===== src/sv/ffbs_pkg.sv =====
// Shared types, constants and helpers of the first-fit block suballocator.
// Depends on nothing; the size unit, top level and checker use it through scoped names.
package ffbs_pkg;

    localparam int MAX_BLOCKS = 8;
    localparam int MAX_SLOTS  = 32;
    localparam int RANGES     = MAX_SLOTS + 1;
    localparam int BLK_W      = 3;
    localparam int BCNT_W     = $clog2(MAX_BLOCKS + 1);
    localparam int SLOT_W     = 5;
    localparam int IDX_W      = $clog2(RANGES + 1);
    localparam int RADDR_W    = $clog2(MAX_BLOCKS * RANGES);
    localparam int INFL_W     = 16;
    localparam int SZ_W       = 32;
    localparam int AL_W       = 17;
    localparam int RANGE_W    = 2 * SZ_W;
    localparam int SLOTD_W    = BLK_W + 2 * SZ_W;

    // request codes
    localparam logic [1:0] FN_ALLOC   = 2'd0;
    localparam logic [1:0] FN_FREE    = 2'd1;
    localparam logic [1:0] FN_ACQUIRE = 2'd2;
    localparam logic [1:0] FN_RELEASE = 2'd3;

    // result status codes
    localparam logic [2:0] ST_OK        = 3'd0;
    localparam logic [2:0] ST_ZERO      = 3'd1;
    localparam logic [2:0] ST_NO_BLOCK  = 3'd2;
    localparam logic [2:0] ST_NO_SLOT   = 3'd3;
    localparam logic [2:0] ST_WILD      = 3'd4;
    localparam logic [2:0] ST_DEFERRED  = 3'd5;
    localparam logic [2:0] ST_REFUSED   = 3'd6;
    localparam logic [2:0] ST_UNDERFLOW = 3'd7;

    // configuration register indexes
    localparam logic [7:0] CFG_BLOCK_BYTES = 8'd0;
    localparam logic [7:0] CFG_ALIGN_BYTES = 8'd1;

    typedef struct packed {
        logic [1:0]        func;
        logic [SZ_W-1:0]   alloc_size;
        logic [SLOT_W-1:0] handle;
    } t_in_item;

    typedef struct packed {
        logic [2:0]        status;
        logic [SLOT_W-1:0] new_handle;
        logic [BLK_W-1:0]  blk_no;
        logic [SZ_W-1:0]   offset;
        logic [SZ_W-1:0]   capacity;
        logic              freed;
    } t_out_item;

    // rounded sizes handed from the size unit to the sequencer
    typedef struct packed {
        logic [SZ_W-1:0] req;      // rounded request
        logic            req_ovf;  // rounded request does not fit
        logic [SZ_W-1:0] blk;      // rounded (saturated) block size
    } t_size_info;

    typedef enum logic [3:0] {
        S_IDLE,
        S_SLOT,
        S_AL_START,
        S_AL_SCAN,
        S_AL_CMP,
        S_AL_NEW,
        S_FR_SCAN,
        S_FR_CMP,
        S_SHL_RD,
        S_SHL_WR,
        S_SHR_RD,
        S_SHR_WR,
        S_EMIT
    } t_state;

    function automatic logic [RADDR_W-1:0] f_raddr(input logic [BLK_W-1:0] b,
                                                   input logic [IDX_W-1:0] i);
        f_raddr = RADDR_W'(b) * RADDR_W'(RANGES) + RADDR_W'(i);
    endfunction

endpackage


===== src/sv/ffbs_size.sv =====
// Size unit: effective alignment, rounded request and rounded block size.
// Depends on ffbs_pkg.
module ffbs_size (
    input  logic [ffbs_pkg::AL_W-1:0] i_align,
    input  logic [ffbs_pkg::SZ_W-1:0] i_block_bytes,
    input  logic [ffbs_pkg::SZ_W-1:0] i_size,
    output ffbs_pkg::t_size_info      o_info
);
    logic [ffbs_pkg::AL_W-1:0] al;
    logic [ffbs_pkg::SZ_W:0]   am1;
    logic [ffbs_pkg::SZ_W:0]   base;
    logic [ffbs_pkg::SZ_W:0]   a33;
    logic [ffbs_pkg::SZ_W:0]   b33;

    // largest power of two not above the register, at least 4
    always_comb begin
        al = ffbs_pkg::AL_W'(4);
        for (int k = 3; k < ffbs_pkg::AL_W; k++) begin
            if (i_align[k]) begin
                al = ffbs_pkg::AL_W'(1) << k;
            end
        end
    end

    assign am1  = (ffbs_pkg::SZ_W+1)'(al) - (ffbs_pkg::SZ_W+1)'(1);
    assign base = (i_size < ffbs_pkg::SZ_W'(4)) ? (ffbs_pkg::SZ_W+1)'(4)
                                                : {1'b0, i_size};
    assign a33  = (base + am1) & ~am1;
    assign b33  = ({1'b0, i_block_bytes} + am1) & ~am1;

    assign o_info.req     = a33[ffbs_pkg::SZ_W-1:0];
    assign o_info.req_ovf = a33[ffbs_pkg::SZ_W];
    assign o_info.blk     = b33[ffbs_pkg::SZ_W] ? ~am1[ffbs_pkg::SZ_W-1:0]
                                                : b33[ffbs_pkg::SZ_W-1:0];
endmodule


===== config.mk =====
export PLATFORM = sky130hd
export DESIGN_NAME = ffbs_size
export DESIGN_NICKNAME = d
export VERILOG_FILES = /design/src/sv/ffbs_pkg.sv /design/src/sv/ffbs_size.sv
export SDC_FILE = /design/constraint.sdc
export NUM_CORES = 1
export LEC_CHECK = 0
export BUFFER_PORTS_ARGS = -buffer_cell sky130_fd_sc_hd__buf_2
export CAP_MARGIN = 20
export CORE_ASPECT_RATIO = 0.9
export CORE_UTILIZATION = 25
export DETAILED_ROUTE_END_ITERATION = 7
export PLACE_DENSITY = 0.48
export SLEW_MARGIN = 20
export SYNTH_ARGS = -nofsm -noshare
export SYNTH_HDL_FRONTEND = slang
export SYNTH_SLANG_ARGS = --single-unit

===== constraint.sdc =====
create_clock -name vclk -period 7.7
set_clock_uncertainty 0.05 [all_clocks]
set_input_delay 1.155 -clock vclk [all_inputs]
set_output_delay 1.155 -clock vclk [all_outputs]
set_load 0.01 [all_outputs]

==> flow_metrics.py <==
metrics = {
    "synthesis": {
        "ys_seq_area_share_pct": 0,
        "synth_top_area_share_pct": 22.3,
        "synth_area_um2": 3590,
        "yosysUniqueCellTypes": 54,
        "synth_top_area_cell": "ha_1",
        "syn_avg_cell_area_um2": 6.71,
        "synthTopCellsByArea": "ha_1, a21oi_1, xnor2_1",
        "synthCells": 535,
        "yosys_warnings": 0,
    },
    "min_path": {
        "worstHoldStart": "i_align[16]",
        "worstHoldPathType": "in -> out",
        "min_path_cells": 4,
    },
    "critical_path": {
        "critPathMaxFanout": 5,
        "cp-start-kind": "primary input",
        "slowest_stage": "or4_4",
        "endpoint_kind": "output pin",
        "worstSetupEndpoint": "o_info[30]",
        "required_ns": 6.49,
        "critPathMaxStageDelay_ns": 0.47,
        "worstPathArrival_ns": 6.29,
        "cpMostUsedCell": "or3_4",
        "worstSetupPathType": "in -> out",
        "crit_start": "i_align[15]",
    },
    "placed_design": {
        "pre_cts_ws_ns": -0.110,
        "globalplace.congestion": 0.855,
        "placed_cell_area_um2": 4930,
        "io_buffer_count": 139,
        "hpwl_mm": 10.8,
    },
    "drt": {
        "antenna_left": 0,
        "drt-initial-drc-count": 178,
        "drt-total-wl_mm": 12.3,
        "drtPass1Iterations": 4,
        "num_vias": 4437,
        "viasPerCell": 4.81,
        "routedWlPerCell_um": 13.3,
        "post-route-drc-count": 0,
    },
    "global_routing": {
        "first_global_vias": 4197,
        "grt_pass1_wl_mm": 19.5,
        "grt_overflow": 0,
        "grt_max_degree": 15,
        "track_usage_pct": 15.7,
        "antenna_found_initial": 2,
    },
    "floorplanning": {
        "rows": 41,
        "io_pins": 146,
        "core_um2": 14000,
        "initial_core_util_pct": 25.6,
        "die_area_um2": 14800,
        "die_y_um": 116,
        "die_width_um": 128,
    },
    "power": {
        "p_leak_nw": 2.59,
        "finalPower_w": 0.000378,
        "p_per_area_nw_per_um2": 74.0,
        "peakVddDrop_uv": 35.6,
    },
    "sta": {
        "final.period_utilization_pct": 97.4,
        "fmax_mhz": 133,
        "final-setup-viol-count": 0,
        "hold_viol": 0,
        "worst_pin_slew_ns": 0.627,
        "period_minus_slack_ns": 7.50,
        "drv_slew": 0,
        "worst_slack_ns": 0.202,
        "max_slew_margin_pct": 57.8,
    },
    "finish": {
        "final_util_pct": 36.5,
        "seq_cells": 0,
        "drive_gt1_share_pct": 33.7,
        "finalNetCount": 875,
        "fill_cells": 1539,
        "n_clock_buffer": 0,
        "multi_input_area_um2": 3590,
        "seq_area_um2": 0,
        "area_growth_pct": 42.4,
        "final_cell_area_um2": 5110,
    },
    "cts": {
        "postCtsHoldBufs": 0,
    },
    "run_status": {
        "outcome": "complete, no violations",
    },
    "job": {
        "cap_violations": 0,
    },
}
==> what timing repair did <==
| action | CTS | global route |
|---|---|---|
| resized for setup | 6 | 30 |
| pin swaps | 6 | 9 |
| setup buffers | 1 | 5 |
| endpoints found under the setup margin | 4 | 46 |
==> layout by cell type (no fill, tap or decap), types with 10 or more instances in the layout <==
master   netlist  layout
inv_1         12      12
xnor2_1       28      28
nor2_1        42      42
conb_1         1      35
a21oi_1       56      54
nand3_1       14      14
nand4_1       12      12
nand2_1       41      41
o21ai_0       33      24
ha_1          64      61
xor2_1        24      24
buf_2          1     139
a21o_1        32      32
nor4_1        10      10
buf_4          4      66
==> metal layers <==
| layer | track usage (%) | vias up | routed length, µm |
|---|---|---|---|
| met5 | 0 | - | 13 |
| met4 | 0.314 | 2 | 19 |
| met3 | 1.39 | 4 | 551 |
| met2 | 27.9 | 106 | 5670 |
| met1 | 21.7 | 2026 | 6040 |
| li1 | - | 2299 | - |
==> synthesized netlist by cell type, drive strengths merged, types with 3 or more instances <==
| cell type | number |
|---|---|
| o21a | 7 |
| nand2b | 7 |
| a211oi | 5 |
| xor2 | 25 |
| nand3 | 14 |
| nor4 | 10 |
| and4 | 3 |
| nand4 | 12 |
| o31ai | 5 |
| and2 | 6 |
| nor2 | 42 |
| or3 | 9 |
| a31oi | 6 |
| o21ai | 33 |
| clkbuf | 42 |
| a311oi | 4 |
| nand2 | 41 |
| o211ai | 4 |
| a21o | 32 |
| nor2b | 5 |
| buf | 7 |
| a21oi | 57 |
| o2111ai | 3 |
| or2 | 5 |
| inv | 12 |
| xnor2 | 28 |
| ha | 64 |
| and3 | 9 |
| o2bb2ai | 3 |
| nor3b | 3 |
| o21bai | 5 |
| nor3 | 8 |
==> logic make-up (layout without fill, tap and decap cells) <==
kind of cell               after synthesis  in the layout  synth area share [%]
buffers and inverters                   61            220                  7.04
AOI/OAI and AO/OA                      178            178                  31.7
adders and majority gates               64             64                  22.3
xor gates and xnor gates                53             53                  13.1
and+or+nand+nor                        177            177                  25.4
other                                    1             36                 0.104
muxes                                    1              1                 0.314
==> power breakdown <==
part           switching (W)      internal, W  leakage (nW)
Sequential                 0                0             0
Clock                      0  0.0000000000174    0.00000634
Combinational       0.000200         0.000178          2.59
==> per-stage QoR <==
| stage | hold WS, ns | cells | setup TNS (ns) |
|---|---|---|---|
| 2_1_floorplan | 2.30 | 569 | 0 |
| 3_3_place_gp | 2.68 | 915 | -0.222 |
| 3_5_place_dp | 2.70 | 915 | -0.178 |
| 4_1_cts | 2.70 | 916 | 0 |
| 5_1_grt | 2.73 | 921 | -0.00607 |
| 6_report | 2.69 | 922 | 0 |
==> area by class of cell <==
cell class | instances | area share, %
diodes | 1 | 0.0489
inverters | 12 | 0.881
repair buffers | 208 | 24.1
multi-input cells | 508 | 70.2
well taps | 193 | 4.72
==> worst min-delay path by stage <==
| stage | end |
|---|---|
| finish | o_info[48] |
| CTS | o_info[48] |
| floorplan | o_info[15] |
| global placement | o_info[48] |
| global route | o_info[48] |
| detailed placement | o_info[48] |
==> critical path: cells and delay by family <==
kind	cells	cell delay, ns
buffers and inverters	5	0.70
adder cells (fa/ha/maj)	2	0.37
multiplexers	1	0.28
AO/OA/AOI/OAI	8	1.34
AND/OR/NAND/NOR	9	2.45
No activity file was read; power rests on OpenSTA's default activity.
